--- src/rtl/pfke_pkg.sv ---
// Package for the flow key extractor: widths, header codes and the result type.
`default_nettype none

package pfke_pkg;

  localparam int unsigned OFFSET_BITS = 16;

  typedef logic [OFFSET_BITS-1:0] pos_t;

  localparam pos_t POS_MAX    = '1;
  localparam pos_t ETH_HDR_LEN = pos_t'(14);

  localparam logic [15:0] ETHERTYPE_QINQ = 16'h88A8;
  localparam logic [15:0] ETHERTYPE_VLAN = 16'h8100;
  localparam logic [15:0] ETHERTYPE_IPV4 = 16'h0800;
  localparam logic [15:0] ETHERTYPE_IPV6 = 16'h86DD;

  localparam logic [15:0] IPV4_FLAG_MF       = 16'h2000;
  localparam logic [15:0] IPV4_FRAG_OFF_MASK = 16'h1FFF;
  localparam logic [3:0]  IPV4_IHL_MIN       = 4'd5;
  localparam logic [7:0]  IPV4_IHL_MASK      = 8'h0F;
  localparam pos_t        IPV6_HDR_LEN       = pos_t'(40);
  localparam pos_t        AH_PORT_SKIP       = pos_t'(4);

  localparam logic [7:0] PROTO_IPIP    = 8'd4;
  localparam logic [7:0] PROTO_TCP     = 8'd6;
  localparam logic [7:0] PROTO_UDP     = 8'd17;
  localparam logic [7:0] PROTO_DCCP    = 8'd33;
  localparam logic [7:0] PROTO_IPV6    = 8'd41;
  localparam logic [7:0] PROTO_GRE     = 8'd47;
  localparam logic [7:0] PROTO_ESP     = 8'd50;
  localparam logic [7:0] PROTO_AH      = 8'd51;
  localparam logic [7:0] PROTO_SCTP    = 8'd132;
  localparam logic [7:0] PROTO_UDPLITE = 8'd136;

  typedef enum logic [1:0] {
    STATUS_PARSED    = 2'd0,
    STATUS_NOT_IP    = 2'd1,
    STATUS_TRUNCATED = 2'd2
  } status_e;

  typedef struct packed {
    status_e     status;
    pos_t        transport_offset;
    logic [7:0]  l4_proto;
    logic [31:0] ports;
    logic [31:0] dst_ip;
    logic [31:0] src_ip;
  } flow_key_t;

endpackage

`default_nettype wire

--- src/rtl/pfke_parser.sv ---
// Byte-wide header parser that builds one flow key per frame.
`default_nettype none

module pfke_parser import pfke_pkg::*; (
  input  wire logic       clk_i,
  input  wire logic       rst_ni,
  input  wire logic       beat_i,
  input  wire logic [7:0] data_i,
  input  wire logic       last_i,
  output logic            key_valid_o,
  output flow_key_t       key_o
);

  typedef enum logic [2:0] {
    ST_ETH, ST_VLAN_AD, ST_VLAN_Q, ST_IP4, ST_IP6, ST_PORTS, ST_DONE, ST_NOTIP
  } stage_e;

  stage_e      stage_q, stage_d;
  pos_t        pos_q, pos_d;
  pos_t        base_q, base_d;
  logic [15:0] etype_q, etype_d;
  logic [7:0]  vihl_q, vihl_d;
  logic        frag_q, frag_d;
  logic        tunnel_q, tunnel_d;
  logic [7:0]  proto_q, proto_d;
  logic [31:0] src_q, src_d;
  logic [31:0] dst_q, dst_d;
  logic [31:0] ports_q, ports_d;
  pos_t        poff_q, poff_d;

  pos_t        rel_hdr;
  pos_t        rel_port;
  logic [15:0] etype_sh;
  logic [3:0]  ihl;
  logic [31:0] lane;
  logic        an_go;
  pos_t        an_next;
  logic [7:0]  an_proto;
  logic [7:0]  p4;

  assign rel_hdr  = pos_q - base_q;
  assign rel_port = pos_q - poff_q;
  assign etype_sh = {etype_q[7:0], data_i};
  assign ihl      = ((vihl_q & IPV4_IHL_MASK) < {4'd0, IPV4_IHL_MIN}) ? IPV4_IHL_MIN
                                                                     : vihl_q[3:0];
  assign lane     = {data_i, 24'd0} >> {rel_hdr[1:0], 3'b000};
  assign p4       = frag_q ? 8'd0 : data_i;

  always_comb begin
    stage_d  = stage_q;
    base_d   = base_q;
    etype_d  = etype_q;
    vihl_d   = vihl_q;
    frag_d   = frag_q;
    tunnel_d = tunnel_q;
    proto_d  = proto_q;
    src_d    = src_q;
    dst_d    = dst_q;
    ports_d  = ports_q;
    poff_d   = poff_q;
    an_go    = 1'b0;
    an_next  = base_q + pos_t'({ihl, 2'b00});
    an_proto = proto_q;

    case (stage_q)
      ST_ETH: begin
        if (pos_q == pos_t'(12) || pos_q == pos_t'(13)) begin
          etype_d = etype_sh;
        end
        if (pos_q == pos_t'(13)) begin
          if (etype_sh == ETHERTYPE_QINQ) begin
            stage_d = ST_VLAN_AD;
          end else if (etype_sh == ETHERTYPE_VLAN) begin
            stage_d = ST_VLAN_Q;
          end else if (etype_sh == ETHERTYPE_IPV4) begin
            stage_d = ST_IP4;
          end else if (etype_sh == ETHERTYPE_IPV6) begin
            stage_d = ST_IP6;
          end else begin
            stage_d = ST_NOTIP;
          end
        end
      end
      ST_VLAN_AD, ST_VLAN_Q: begin
        if (rel_hdr == pos_t'(2) || rel_hdr == pos_t'(3)) begin
          etype_d = etype_sh;
        end
        if (rel_hdr == pos_t'(3)) begin
          base_d = base_q + pos_t'(4);
          if (stage_q == ST_VLAN_AD && etype_sh == ETHERTYPE_VLAN) begin
            stage_d = ST_VLAN_Q;
          end else if (etype_sh == ETHERTYPE_IPV4) begin
            stage_d = ST_IP4;
          end else if (etype_sh == ETHERTYPE_IPV6) begin
            stage_d = ST_IP6;
          end else begin
            stage_d = ST_NOTIP;
          end
        end
      end
      ST_IP4: begin
        if (rel_hdr == pos_t'(0)) begin
          vihl_d = data_i;
        end else if (rel_hdr == pos_t'(6)) begin
          frag_d = (({data_i, 8'h00} & (IPV4_FLAG_MF | IPV4_FRAG_OFF_MASK)) != 16'd0);
        end else if (rel_hdr == pos_t'(7)) begin
          if (({8'h00, data_i} & IPV4_FRAG_OFF_MASK) != 16'd0) begin
            frag_d = 1'b1;
          end
        end else if (rel_hdr == pos_t'(9)) begin
          proto_d  = p4;
          an_proto = p4;
          an_go    = (p4 == PROTO_GRE);
        end else if (rel_hdr >= pos_t'(12) && rel_hdr <= pos_t'(15)) begin
          src_d = {src_q[23:0], data_i};
        end else if (rel_hdr >= pos_t'(16) && rel_hdr <= pos_t'(19)) begin
          dst_d = {dst_q[23:0], data_i};
          an_go = (rel_hdr == pos_t'(19));
        end
      end
      ST_IP6: begin
        an_next = base_q + IPV6_HDR_LEN;
        if (rel_hdr == pos_t'(6)) begin
          proto_d = data_i;
        end else if (rel_hdr >= pos_t'(8) && rel_hdr <= pos_t'(23)) begin
          src_d = ((rel_hdr == pos_t'(8)) ? 32'd0 : src_q) ^ lane;
        end else if (rel_hdr >= pos_t'(24) && rel_hdr <= pos_t'(39)) begin
          dst_d = ((rel_hdr == pos_t'(24)) ? 32'd0 : dst_q) ^ lane;
          an_go = (rel_hdr == pos_t'(39));
        end
      end
      ST_PORTS: begin
        if (rel_port <= pos_t'(3)) begin
          ports_d = {ports_q[23:0], data_i};
        end
        if (rel_port == pos_t'(3)) begin
          stage_d = ST_DONE;
        end
      end
      default: begin
      end
    endcase

    if (an_go) begin
      if (!tunnel_q && (an_proto == PROTO_IPIP || an_proto == PROTO_IPV6)) begin
        tunnel_d = 1'b1;
        base_d   = an_next;
        stage_d  = (an_proto == PROTO_IPIP) ? ST_IP4 : ST_IP6;
      end else begin
        case (an_proto)
          PROTO_TCP, PROTO_UDP, PROTO_DCCP, PROTO_ESP, PROTO_SCTP, PROTO_UDPLITE: begin
            poff_d  = an_next;
            stage_d = ST_PORTS;
          end
          PROTO_AH: begin
            poff_d  = an_next + AH_PORT_SKIP;
            stage_d = ST_PORTS;
          end
          default: begin
            poff_d  = an_next;
            stage_d = ST_DONE;
          end
        endcase
      end
    end

    pos_d = (pos_q < POS_MAX) ? pos_q + pos_t'(1) : pos_q;
  end

  always_comb begin
    key_valid_o = beat_i && last_i;
    key_o       = '0;
    if (stage_d == ST_DONE) begin
      key_o.src_ip           = src_d;
      key_o.dst_ip           = dst_d;
      key_o.ports            = ports_d;
      key_o.l4_proto         = proto_d;
      key_o.transport_offset = poff_d;
      key_o.status           = STATUS_PARSED;
    end else if (stage_d == ST_NOTIP) begin
      key_o.status = STATUS_NOT_IP;
    end else begin
      key_o.status = STATUS_TRUNCATED;
    end
  end

  always_ff @(posedge clk_i or negedge rst_ni) begin
    if (!rst_ni) begin
      stage_q  <= ST_ETH;
      pos_q    <= '0;
      base_q   <= ETH_HDR_LEN;
      etype_q  <= '0;
      vihl_q   <= '0;
      frag_q   <= 1'b0;
      tunnel_q <= 1'b0;
      proto_q  <= '0;
      src_q    <= '0;
      dst_q    <= '0;
      ports_q  <= '0;
      poff_q   <= '0;
    end else if (beat_i && last_i) begin
      stage_q  <= ST_ETH;
      pos_q    <= '0;
      base_q   <= ETH_HDR_LEN;
      etype_q  <= '0;
      vihl_q   <= '0;
      frag_q   <= 1'b0;
      tunnel_q <= 1'b0;
      proto_q  <= '0;
      src_q    <= '0;
      dst_q    <= '0;
      ports_q  <= '0;
      poff_q   <= '0;
    end else if (beat_i) begin
      stage_q  <= stage_d;
      pos_q    <= pos_d;
      base_q   <= base_d;
      etype_q  <= etype_d;
      vihl_q   <= vihl_d;
      frag_q   <= frag_d;
      tunnel_q <= tunnel_d;
      proto_q  <= proto_d;
      src_q    <= src_d;
      dst_q    <= dst_d;
      ports_q  <= ports_d;
      poff_q   <= poff_d;
    end
  end

endmodule

`default_nettype wire

--- src/rtl/packet_flow_key_extractor.sv ---
// Flow key extractor top level: frame byte stream in, one flow key beat per frame out.
//
// The slave channel takes one frame byte per beat in wire order, starting at the
// destination MAC, with tlast on the final byte. Each byte is parsed in the cycle it
// is accepted, so the input runs at one beat per cycle while tready is high. On the
// tlast beat a flow key is built and registered, in the skid register if the receiver
// stalls, and is offered on the master channel from the result register. tuser carries
// the parse status, and when the status is not "parsed" all tdata fields are zero.
// The output has a result register and a one-entry skid register. If the receiver
// stalls, the input keeps taking bytes; a second finished key waits in the skid
// register, and only while that register is full does tready on the input drop.
// Reset clears the parser state and empties both registers.
`default_nettype none

module packet_flow_key_extractor import pfke_pkg::*; (
  input  wire logic         clk_i,
  input  wire logic         rst_ni,
  input  wire logic         s_axis_tvalid_i,
  output logic              s_axis_tready_o,
  input  wire logic [7:0]   s_axis_tdata_i,   // data_byte
  input  wire logic         s_axis_tlast_i,   // last_byte
  output logic              m_axis_tvalid_o,
  input  wire logic         m_axis_tready_i,
  // src_ip[31:0], dst_ip[63:32], ports[95:64], l4_proto[103:96],
  // transport_offset[119:104]
  output logic [119:0]      m_axis_tdata_o,
  output logic [1:0]        m_axis_tuser_o    // status
);

  logic      in_beat;
  logic      key_valid;
  flow_key_t key;
  logic      out_valid_q;
  logic      skid_valid_q;
  flow_key_t out_q;
  flow_key_t skid_q;
  logic      out_free;

  assign s_axis_tready_o = !skid_valid_q;
  assign in_beat         = s_axis_tvalid_i && s_axis_tready_o;
  assign out_free        = !out_valid_q || m_axis_tready_i;

  pfke_parser u_parser (
    .clk_i       (clk_i),
    .rst_ni      (rst_ni),
    .beat_i      (in_beat),
    .data_i      (s_axis_tdata_i),
    .last_i      (s_axis_tlast_i),
    .key_valid_o (key_valid),
    .key_o       (key)
  );

  always_ff @(posedge clk_i or negedge rst_ni) begin
    if (!rst_ni) begin
      out_valid_q  <= 1'b0;
      skid_valid_q <= 1'b0;
    end else if (out_free) begin
      if (skid_valid_q) begin
        out_valid_q  <= 1'b1;
        skid_valid_q <= 1'b0;
      end else begin
        out_valid_q <= key_valid;
      end
    end else if (key_valid) begin
      skid_valid_q <= 1'b1;
    end
  end

  always_ff @(posedge clk_i) begin
    if (out_free) begin
      if (skid_valid_q) begin
        out_q <= skid_q;
      end else if (key_valid) begin
        out_q <= key;
      end
    end else if (key_valid) begin
      skid_q <= key;
    end
  end

  assign m_axis_tvalid_o = out_valid_q;
  assign m_axis_tdata_o  = {out_q.transport_offset, out_q.l4_proto, out_q.ports,
                            out_q.dst_ip, out_q.src_ip};
  assign m_axis_tuser_o  = out_q.status;

`ifndef ASSERT_OFF
  a_skid_needs_out: assert property (@(posedge clk_i) disable iff (!rst_ni)
    skid_valid_q |-> out_valid_q)
    else $error("Skid register holds a key while the output register is empty.");

  a_stall_to_skid: assert property (@(posedge clk_i) disable iff (!rst_ni)
    (key_valid && out_valid_q && !m_axis_tready_i) |=> skid_valid_q)
    else $error("A key finished during a stall was not held in the skid register.");

  a_failed_key_zero: assert property (@(posedge clk_i) disable iff (!rst_ni)
    (out_valid_q && m_axis_tuser_o != STATUS_PARSED) |-> (m_axis_tdata_o == '0))
    else $error("A key with a failure status carries nonzero fields.");
`endif

endmodule

`default_nettype wire
--- config.mk ---
export PLATFORM = sky130hd
export DESIGN_NAME = packet_flow_key_extractor
export DESIGN_NICKNAME = d
export VERILOG_FILES = /design/src/rtl/pfke_pkg.sv /design/src/rtl/pfke_parser.sv /design/src/rtl/packet_flow_key_extractor.sv
export SDC_FILE = /design/constraint.sdc
export NUM_CORES = 1
export LEC_CHECK = 0
export BUFFER_PORTS_ARGS = -buffer_cell sky130_fd_sc_hd__buf_4
export CORE_MARGIN = 2
export CORE_UTILIZATION = 45
export DETAILED_ROUTE_END_ITERATION = 8
export HOLD_SLACK_MARGIN = 0.03
export PLACE_DENSITY = 0.66
export SLEW_MARGIN = 20
export SYNTH_ARGS = -nofsm -noshare
export SYNTH_HDL_FRONTEND = slang
export SYNTH_HIERARCHICAL = 1
export SYNTH_SLANG_ARGS = --single-unit
--- constraint.sdc ---
create_clock -name clk_i -period 10.07 [get_ports clk_i]
set_input_delay 0.5035 -clock clk_i [delete_from_list [all_inputs] [get_ports clk_i]]
set_output_delay 0.5035 -clock clk_i [all_outputs]
set_load 0.02 [all_outputs]
==> results of run 1 <==
## registers in the layout, indices dropped and copies added (netlist names)
| register | cells |
|---|---|
| u_parser/dst_q | 32 |
| u_parser/proto_q | 8 |
| skid_q | 122 |
| m_axis_tdata_o | 120 |
| u_parser/base_q | 15 |
| m_axis_tuser_o | 2 |
| u_parser/src_q | 32 |
| u_parser/vihl_q | 4 |
| u_parser/etype_q | 8 |
| u_parser/ports_q | 32 |
| skid_valid_q | 1 |
| u_parser/tunnel_q | 1 |
| u_parser/pos_q | 16 |
| u_parser/poff_q | 16 |
| u_parser/frag_q | 1 |
| m_axis_tvalid_o | 1 |
| u_parser/stage_q | 3 |
## logic make-up after synthesis
kind of cell             after synthesis
XOR/XNOR                              44
buffers and inverters                207
AND/OR/NAND/NOR                      744
adder cells (fa/ha/maj)               42
other                                  1
multiplexers                         184
flip-flops                           414
AO/OA/AOI/OAI                        533
## layout by cell type (no fill, tap or decap), types with 8 or more instances in the layout
cell and count:
a21o_1 23, and3_1 37, edfxtp_1 244, o2bb2ai_1 60, clkbuf_1 10, mux2_4 47
a211o_1 15, nor4_1 15, ha_1 39, nand4b_1 9, nor2b_1 14, a21boi_0 12
a21oi_2 12, clkbuf_16 43, mux2i_1 46, a211oi_1 15, nor2_1 207, o22ai_1 8
a311o_1 10, a31oi_1 13, buf_4 161, nand4_1 32, a221oi_1 15, o21ai_1 11
nand3_1 47, dfrtp_1 166, nand2_1 226, a22oi_1 13, a22o_1 50, xnor2_1 37
nand3b_1 28, and2_1 20, inv_1 58, nand2b_1 17, o31ai_1 36, nor3_1 35
o21ai_0 81, a21oi_1 85, o21a_1 9, mux2_2 91
## routing by layer
layer / up-vias / track usage / wire length, microns
met5: - / 0 / 0
met4: 0 / 0.0710 / 1430
met3: 91 / 0.0321 / 4060
met2: 676 / 0.374 / 30000
met1: 9054 / 0.333 / 28400
li1: 8224 / - / -
## worst reg2reg max path: stages (launching register included)
cell      delay (ps)
dfrtp_1          690
inv_1            270
ha_1             270
nand2b_1         180
a21o_1           220
a211o_1          320
a211oi_1         450
o41ai_1          160
xnor2_1          670
or4_1            280
nand3b_1         130
nand3_1          130
a21o_4           640
buf_4            710
nor2_1           190
mux2_2           310
## cell type report
class                   instances  share of cell area
multi-input cells            1548               0.412
flip-flops and latches        414               0.444
clock buffers                  56              0.0443
inverters                      60             0.00869
repair buffers                163              0.0472
well taps                     680              0.0326
clock inverters                24              0.0112
## final timing paths
check                                   startpoint                  end  slack (ps)  depth (start not counted)
worst max-delay path             u_parser/pos_q[0]   m_axis_tdata_o[66]        4180                         15
worst min-delay path               m_axis_tready_i         skid_valid_q         200                          3
worst max register to register   u_parser/pos_q[0]   m_axis_tdata_o[66]        4180                         15
worst min register to register  u_parser/poff_q[8]   u_parser/poff_q[8]         490                          2
max in group asynchronous                   rst_ni  u_parser/stage_q[2]        8190                          3
min in group asynchronous                   rst_ni   u_parser/src_q[29]         440                          2
## timing repair
action	4_1_cts	5_1_grt
setup buffers	0	0
setup endpoints to repair	0	0
hold buffers	1	0
hold endpoints to repair	43	0
## power breakdown
part           switching, uW  internal (uW)  leakage (uW)
logic                    317            162       0.00442
registers               42.6           1850       0.00467
clock network            692            948      0.000698
## through the flow
| stage | hold slack, ps | utilization | power, uW | cell area, sq um | setup slack (ps) |
|---|---|---|---|---|---|
| after floorplan | 208 | - | 2240 | 23200 | 1980 |
| after global placement | 469 | 0.481 | 2400 | 24600 | 4380 |
| after detailed placement | 479 | 0.481 | 2400 | 24600 | 4270 |
| after CTS | 158 | 0.509 | 4050 | 26100 | 4240 |
| after global routing | 209 | 0.509 | 4160 | 26100 | 3860 |
| final | 199 | 0.509 | 4020 | 26100 | 4180 |
==> impl_metrics.json, run 1 <==
{
  "outcome": "completed",
  "cts_tree": "yes",
  "initial_core_util": 0.454,
  "multiInputGateArea_sq_um": 10700,
  "clockRootBuffer": "clkbuf_16",
  "ys_types": 94,
  "synth_enable_flop_cells": 244,
  "critPathCaptureType": "flip-flop",
  "synth-xor-area-share": 0.0166,
  "critical_path_required_ps": 10390,
  "vias": 18000,
  "clock_latency_ps": 590,
  "num_io_pins": 137,
  "hold_viol": 0,
  "tns_ps": 0,
  "rsz0062_at_grt": "false",
  "synth_ff_type": "edfxtp_1",
  "die_area_sq_um": 53400,
  "grt_max_degree": 74,
  "die_h_microns": 231,
  "syn_to_final_growth_pct": 12.3,
  "synthAdderAreaFrac": 0.0236,
  "crit_type": "reg2reg",
  "nets": 2285,
  "dpl.hpwl_mm": 43.0,
  "path_cells": "inv_1 -> ha_1 -> nand2b_1 -> a21o_1 -> a211o_1 -> a211oi_1 -> o41ai_1 -> xnor2_1 -> or4_1 -> nand3b_1 -> nand3_1 -> a21o_4 -> buf_4 -> nor2_1 -> mux2_2",
  "drtAntennaViolNets": 0,
  "htreeDepth": 2,
  "routed_wl_mm": 63.9,
  "drt_iter0_drc": 1899,
  "routedWlPerCell_microns": 21.7,
  "grt_usage": 0.235,
  "seq_area_sq_um": 11600,
  "fill_cells": 4474,
  "seq_area_frac_synth": 0.499,
  "die_x_microns": 231,
  "synth_area_per_cell_sq_um": 10.7,
  "p_per_area_nw_per_um2": 154,
  "synth.largest_area_cell": "edfxtp_1",
  "grt_pass1_vias": 17300,
  "n_antenna_cell": 0,
  "synth_top_family_by_area": "compound AO/OA/AOI/OAI gates",
  "core_area_sq_um": 51200,
  "cts_resized": 0,
  "antenna_found_initial": 0,
  "portBuffers": 136,
  "cp.arrival_ps": 6210,
  "netlist_top_cells_count": "edfxtp_1 (244), nand2_1 (227), nor2_1 (208), dfrtp_1 (167), clkbuf_1 (99)",
  "hp-class": "in2reg",
  "synth_top_area_share": 0.316,
  "cp_slowest_cell": "buf_4",
  "p_leak_uw": 0.00979,
  "synth_area_sq_um": 23200,
  "synthSimpleGateAreaFrac": 0.159,
  "fin_crit_ps": 5890,
  "finalCritPeriodShare": 0.585,
  "cts_num_sinks": 414,
  "cap_violations": 0,
  "synthMuxAreaShare": 0.0943,
  "drive_gt1_frac": 0.187,
  "clk_path_buf_depth": 3,
  "yosysWarningCount": 6,
  "ir_drop_mv": 0.132,
  "cp_max_fo": 66,
  "cp_top_family": "compound AO/OA/AOI/OAI gates",
  "syn_nets": 2224,
  "drc": 0,
  "grt_overflow": 0,
  "critPathLaunchType": "flip-flop",
  "place_inst": 2864,
  "gp_congestion": 0.951,
  "setup_viol": 0,
  "tightest_slew_ps": 1020,
  "slew_headroom": 0.321,
  "cts.clk_slew.worst_paths_ps": 70,
  "synth_most_common_cell": "edfxtp_1",
  "grt_first_pass_wirelength_mm": 99.6,
  "cpPeakStageDelay_ps": 710,
  "vias_per_cell": 6.13,
  "synth_compound_area_frac": 0.165,
  "finalMaxSlewViolations": 0,
  "path_buf_inv": 2,
  "rows": 83,
  "numCtsBuffers": 43,
  "fin_worst_skew_ps": 15.8,
  "syn_inst": 2169,
  "stdcell_count": 2945,
  "ys_ff_latch": 414,
  "fmax_ghz": 0.170,
  "synthArstFlopShare": 0.411,
  "synthTopCellsByArea": "edfxtp_1 (32%), dfrtp_1 (18%), mux2_2 (4.4%)",
  "drt_pass1_iterations": 5
}
Note: power is estimated with default switching activity, not from simulation.
==> inputs of run 2 (changes only) <==
==> constraint.sdc (replaced) <==
create_clock -name clk_i -period 6 [get_ports clk_i]
set_input_delay 0.3 -clock clk_i [delete_from_list [all_inputs] [get_ports clk_i]]
set_output_delay 0.3 -clock clk_i [all_outputs]
set_load 0.02 [all_outputs]
==> run 2 against run 1 <==
Effect of this change:
- global-route usage grew 0.12 points
- register-to-register slack lost 3300 ps
- worst setup slack lost 3300 ps
- sequential cell count is the same
- die area is the same
- clock power grew 74%
==> impl_metrics.json, run 2 (synthesis results as in run 1) <==
{
  "outcome": "completed",
  "grt_first_pass_wirelength_mm": 99.9,
  "nets": 2309,
  "numCtsBuffers": 44,
  "largest_reg_flops": 122,
  "tns_ps": 0,
  "p_per_area_nw_per_um2": 261,
  "crit_top_cell": "buf_4",
  "n_antenna_cell": 0,
  "reg2reg_depth": 15,
  "dpl_worst_slack_ps": 926,
  "die_h_microns": 231,
  "cts_num_sinks": 414,
  "core_area_sq_um": 51200,
  "postCtsHoldBufs": 2,
  "power.share.clock": 0.417,
  "finalCritPeriodShare": 0.854,
  "hold_viol": 0,
  "post_cts_buffers": 0,
  "drt_iter0_drc": 1809,
  "num_io_pins": 137,
  "final_cell_mix": "edfxtp_1 (244), nand2_1 (226), nor2_1 (207)",
  "cp_max_fo": 32,
  "p_sw_uw": 1790,
  "fin_worst_skew_ps": 13.7,
  "die_x_microns": 231,
  "whs_path_depth": 3,
  "vias_per_cell": 6.13,
  "grt_pass1_vias": 17500,
  "hp-class": "in2reg",
  "grt_max_degree": 94,
  "clockRootBuffer": "clkbuf_16",
  "routed_wl_mm": 63.9,
  "path_cells": "inv_1 -> ha_1 -> a21oi_1 -> o22ai_1 -> a2111oi_0 -> nor3_1 -> or3_4 -> or4_1 -> buf_4 -> nor3_4 -> nand2b_1 -> a21o_4 -> buf_4 -> a211oi_1 -> mux2_4",
  "topRoutingLayerUsed": "met4",
  "whs_endpoint": "u_parser/etype_q[7]",
  "drt_pass1_iterations": 6,
  "combPwrFrac": 0.121,
  "cts_tree": "yes",
  "crit_type": "reg2reg",
  "seq_area_sq_um": 11600,
  "gp_congestion": 0.912,
  "grt_usage": 0.236,
  "slew_headroom": 0.286,
  "total_power_uw": 6870,
  "critPathCaptureType": "flip-flop",
  "routedWlPerCell_microns": 21.5,
  "rows": 83,
  "vias": 18200,
  "rsz0062_at_grt": "false",
  "cts_resized": 0,
  "portBuffers": 136,
  "cpPeakStageDelay_ps": 740,
  "htreeDepth": 2,
  "r2r-end": "m_axis_tdata_o[113]",
  "stdcell_count": 2970,
  "die_area_sq_um": 53400,
  "grt_overflow": 0,
  "worstHoldStart": "s_axis_tdata_i[7]",
  "clock_latency_ps": 590,
  "sequentialPowerShare": 0.462,
  "cp.arrival_ps": 5580,
  "finalMaxSlewViolations": 0,
  "fmax_ghz": 0.195,
  "p_leak_uw": 0.00996,
  "wl_met1_mm": 27.8,
  "clk_path_buf_depth": 3,
  "ir_drop_mv": 0.175,
  "critical_path_required_ps": 6460,
  "regToRegSetupSlack_ps": 880,
  "drc": 0,
  "critPathLaunchType": "flip-flop",
  "initial_core_util": 0.454,
  "antenna_found_initial": 0,
  "place_inst": 2886,
  "fin_crit_ps": 5120,
  "drive_gt1_frac": 0.195,
  "syn_to_final_growth_pct": 13.5,
  "cts.clk_slew.worst_paths_ps": 60,
  "fill_cells": 4490,
  "cp_slowest_cell": "or4_1",
  "top_register": "skid_q",
  "wl_met2_mm": 30.1,
  "timing.rr.start": "u_parser/base_q[8]",
  "multiInputGateArea_sq_um": 10700,
  "setup_viol": 0,
  "cap_violations": 0,
  "tightest_slew_ps": 1070,
  "layout_commonest_cell": "edfxtp_1",
  "drtAntennaViolNets": 0,
  "dpl.hpwl_mm": 43.0,
  "internal-power_uw": 5080,
  "swShare": 0.261,
  "met3_length_mm": 4.03,
  "finalWorstSetupSlack_ps": 878
}
==> run 2: power groups by stage <==
stage	Sequential [uW]	Clock (uW)	Combinational (uW)
finish	3170	2860	833
global route	3180	3020	900
CTS	3170	2920	827
detailed placement	3230	0	824
global placement	3230	0	815
floorplan	3280	0	470
==> run 2: worst max-delay path by stage <==
| stage | startpoint | end | slack [ps] |
|---|---|---|---|
| after floorplan | skid_valid_q | m_axis_tdata_o[0] | 680 |
| after global placement | u_parser/base_q[10] | m_axis_tdata_o[50] | 1000 |
| after detailed placement | u_parser/base_q[8] | m_axis_tdata_o[113] | 930 |
| after CTS | u_parser/base_q[3] | m_axis_tdata_o[114] | 930 |
| after global routing | u_parser/base_q[3] | m_axis_tdata_o[50] | 550 |
| final | u_parser/base_q[8] | m_axis_tdata_o[113] | 880 |
==> run 2: metrics by stage <==
| stage | cell area (sq um) | util | hold slack (ps) |
|---|---|---|---|
| 2_1_floorplan | 23200 | - | 4.41 |
| 3_3_place_gp | 24800 | 0.485 | 459 |
| 3_5_place_dp | 24800 | 0.485 | 475 |
| 4_1_cts | 26300 | 0.515 | 138 |
| 5_1_grt | 26400 | 0.515 | 187 |
| 6_report | 26400 | 0.515 | 163 |
==> run 2: area by class of cell <==
cell class,instances,share of cell area
Sequential cell,414,0.440
Multi-Input combinational cell,1548,0.407
Timing Repair Buffer,186,0.0552
Clock buffer,56,0.0450
Tap cell,680,0.0323
Clock inverter,26,0.0120
Inverter,60,0.00859
==> run 2: critical path: cells and delay by family, from the launching register on <==
family | cells | cell delay, ps
buf+inv | 3 | 740
fa+ha+maj | 1 | 410
simple gates | 5 | 1590
mux | 1 | 200
flops | 1 | 420
compound gates | 5 | 1630
==> run 2: routing by layer <==
layer	vias up	global-route usage
li1	8298	-
met1	9088	0.327
met2	686	0.376
met3	132	0.0353
met4	0	0.0855
met5	-	0
==> inputs of run 3 (changes only) <==
--- a/config.mk
+++ b/config.mk
@@ -8,6 +8,7 @@
 export BUFFER_PORTS_ARGS = -buffer_cell sky130_fd_sc_hd__buf_4
 export CORE_MARGIN = 2
 export CORE_UTILIZATION = 45
+export CTS_BUF_LIST = sky130_fd_sc_hd__clkbuf_8
 export DETAILED_ROUTE_END_ITERATION = 8
 export HOLD_SLACK_MARGIN = 0.03
 export PLACE_DENSITY = 0.66
==> run 3 against run 2 <==
Effect of this change:
- largest power group unchanged
- die area did not move
- count of clock-buffer cells in the layout rose by 19
- clock power fell by 11%
- final area fell by 0.48%
- hold slack got worse by 64 ps
- register-to-register slack got worse by 20 ps
- highest routed layer unchanged
==> impl_metrics.json, run 3 (synthesis results as in run 1) <==
{
  "grt_usage": 0.239,
  "rsz0062_at_grt": "false",
  "grt_max_degree": 94,
  "cts_num_sinks": 414,
  "swShare": 0.276,
  "slew_headroom": 0.268,
  "initial_core_util": 0.454,
  "layout_commonest_cell": "edfxtp_1",
  "syn_to_final_growth_pct": 12.9,
  "drt_iter0_drc": 1940,
  "fill_cells": 4540,
  "critical_path_required_ps": 6520,
  "power.share.clock": 0.388,
  "worstHoldStart": "s_axis_tdata_i[7]",
  "ir_drop_mv": 0.140,
  "numCtsBuffers": 69,
  "final_cell_mix": "edfxtp_1 (244), nand2_1 (226), nor2_1 (207)",
  "post_cts_buffers": 0,
  "timing.hold.ws_ps": 98.3,
  "whs_path_depth": 3,
  "combPwrFrac": 0.127,
  "die_area_sq_um": 53400,
  "fmax_ghz": 0.195,
  "internal-power_uw": 4740,
  "rows": 83,
  "gp_congestion": 0.912,
  "top_register": "skid_q",
  "sequentialPowerShare": 0.484,
  "outcome": "completed",
  "finalMaxSlewViolations": 0,
  "drt_pass1_iterations": 6,
  "timing.rr.start": "u_parser/base_q[8]",
  "cp.arrival_ps": 5660,
  "crit_type": "reg2reg",
  "drive_gt1_frac": 0.202,
  "grt_first_pass_wirelength_mm": 100,
  "routedWlPerCell_microns": 21.4,
  "nets": 2334,
  "worstSetupStartpoint": "u_parser/base_q[8]",
  "drc": 0,
  "grt_pass1_vias": 17700,
  "vias_per_cell": 6.06,
  "dpl.hpwl_mm": 43.0,
  "critPathLaunchType": "flip-flop",
  "hold_viol": 0,
  "core_area_sq_um": 51200,
  "portBuffers": 136,
  "setup_viol": 0,
  "die_x_microns": 231,
  "routed_wl_mm": 64.4,
  "num_io_pins": 137,
  "vias": 18300,
  "cap_violations": 0,
  "tns_ps": 0,
  "cts_tree": "yes",
  "fin_crit_ps": 5140,
  "critPathCaptureType": "flip-flop",
  "p_per_area_nw_per_um2": 250,
  "fin_worst_skew_ps": 33.9,
  "finalCritPeriodShare": 0.857,
  "drtAntennaViolNets": 0,
  "hp-class": "in2reg",
  "grt_overflow": 0,
  "antenna_found_initial": 1,
  "htreeDepth": 3,
  "cts.clk_slew.worst_paths_ps": 70,
  "clockRootBuffer": "clkbuf_8",
  "tightest_slew_ps": 1090,
  "cp_max_fo": 32,
  "clock_latency_ps": 670,
  "p_leak_uw": 0.0100,
  "clk_path_buf_depth": 3,
  "reg2reg_depth": 15,
  "p_sw_uw": 1810,
  "total_power_uw": 6550,
  "die_h_microns": 231,
  "largest_reg_flops": 122
}
run 3: area by class of cell:
type / instances / area (sq um) / share of cell area
flip-flops and latches: 414 / 11600 / 0.442
multi-input cells: 1548 / 10700 / 0.409
repair buffers: 186 / 1460 / 0.0555
clock buffers: 75 / 1030 / 0.0394
well taps: 680 / 851 / 0.0324
clock inverters: 51 / 339 / 0.0129
inverters: 60 / 226 / 0.00864
diodes: 1 / 2.50 / 0.0000954
run 3: power by group through the flow:
stage | Clock [uW] | Combinational, uW | Sequential, uW
3_5_place_dp | 0 | 824 | 3230
5_1_grt | 2730 | 901 | 3180
4_1_cts | 2620 | 827 | 3170
6_report | 2550 | 835 | 3170
3_3_place_gp | 0 | 815 | 3230
2_1_floorplan | 0 | 470 | 3280
run 3: timing repair:
item,CTS,global route
hold endpoints to repair,89,0
gates resized for setup,0,0
hold buffers,2,0
run 3: path summary, 6_finish.rpt:
kind	endpoint	slack (ps)
worst min register to register	u_parser/ports_q[29]	500
worst max-delay path	m_axis_tdata_o[113]	860
worst min-delay path	u_parser/etype_q[7]	100
min in group asynchronous	u_parser/src_q[22]	310
worst max register to register	m_axis_tdata_o[113]	860
max in group asynchronous	u_parser/ports_q[26]	4420
run 3: metal layers:
| layer | part of all wire | GRT usage | vias up |
|---|---|---|---|
| met5 | 0 | 0 | - |
| met4 | 0.031 | 0.101 | 0 |
| met3 | 0.069 | 0.0367 | 129 |
| met2 | 0.47 | 0.379 | 737 |
| met1 | 0.43 | 0.327 | 9060 |
| li1 | - | - | 8358 |
run 3: worst max-delay path, stage by stage (launching register included):
cell	delay, ps
dfrtp_1	420
inv_1	190
ha_1	420
a21oi_1	400
o22ai_1	160
a2111oi_0	410
nor3_1	130
or3_4	380
or4_1	740
buf_4	280
nor3_4	210
nand2b_1	130
a21o_4	370
buf_4	280
a211oi_1	270
mux2_4	200
run 3: per-stage QoR:
stage / worst slack, ps / utilization / cells / instance area [sq um]
after global routing: 558 / 0.512 / 3015 / 26200
after detailed placement: 926 / 0.485 / 2886 / 24800
after floorplan: 678 / - / 2169 / 23200
after CTS: 931 / 0.512 / 3014 / 26200
after global placement: 1000 / 0.485 / 2886 / 24800
final: 861 / 0.512 / 3015 / 26200
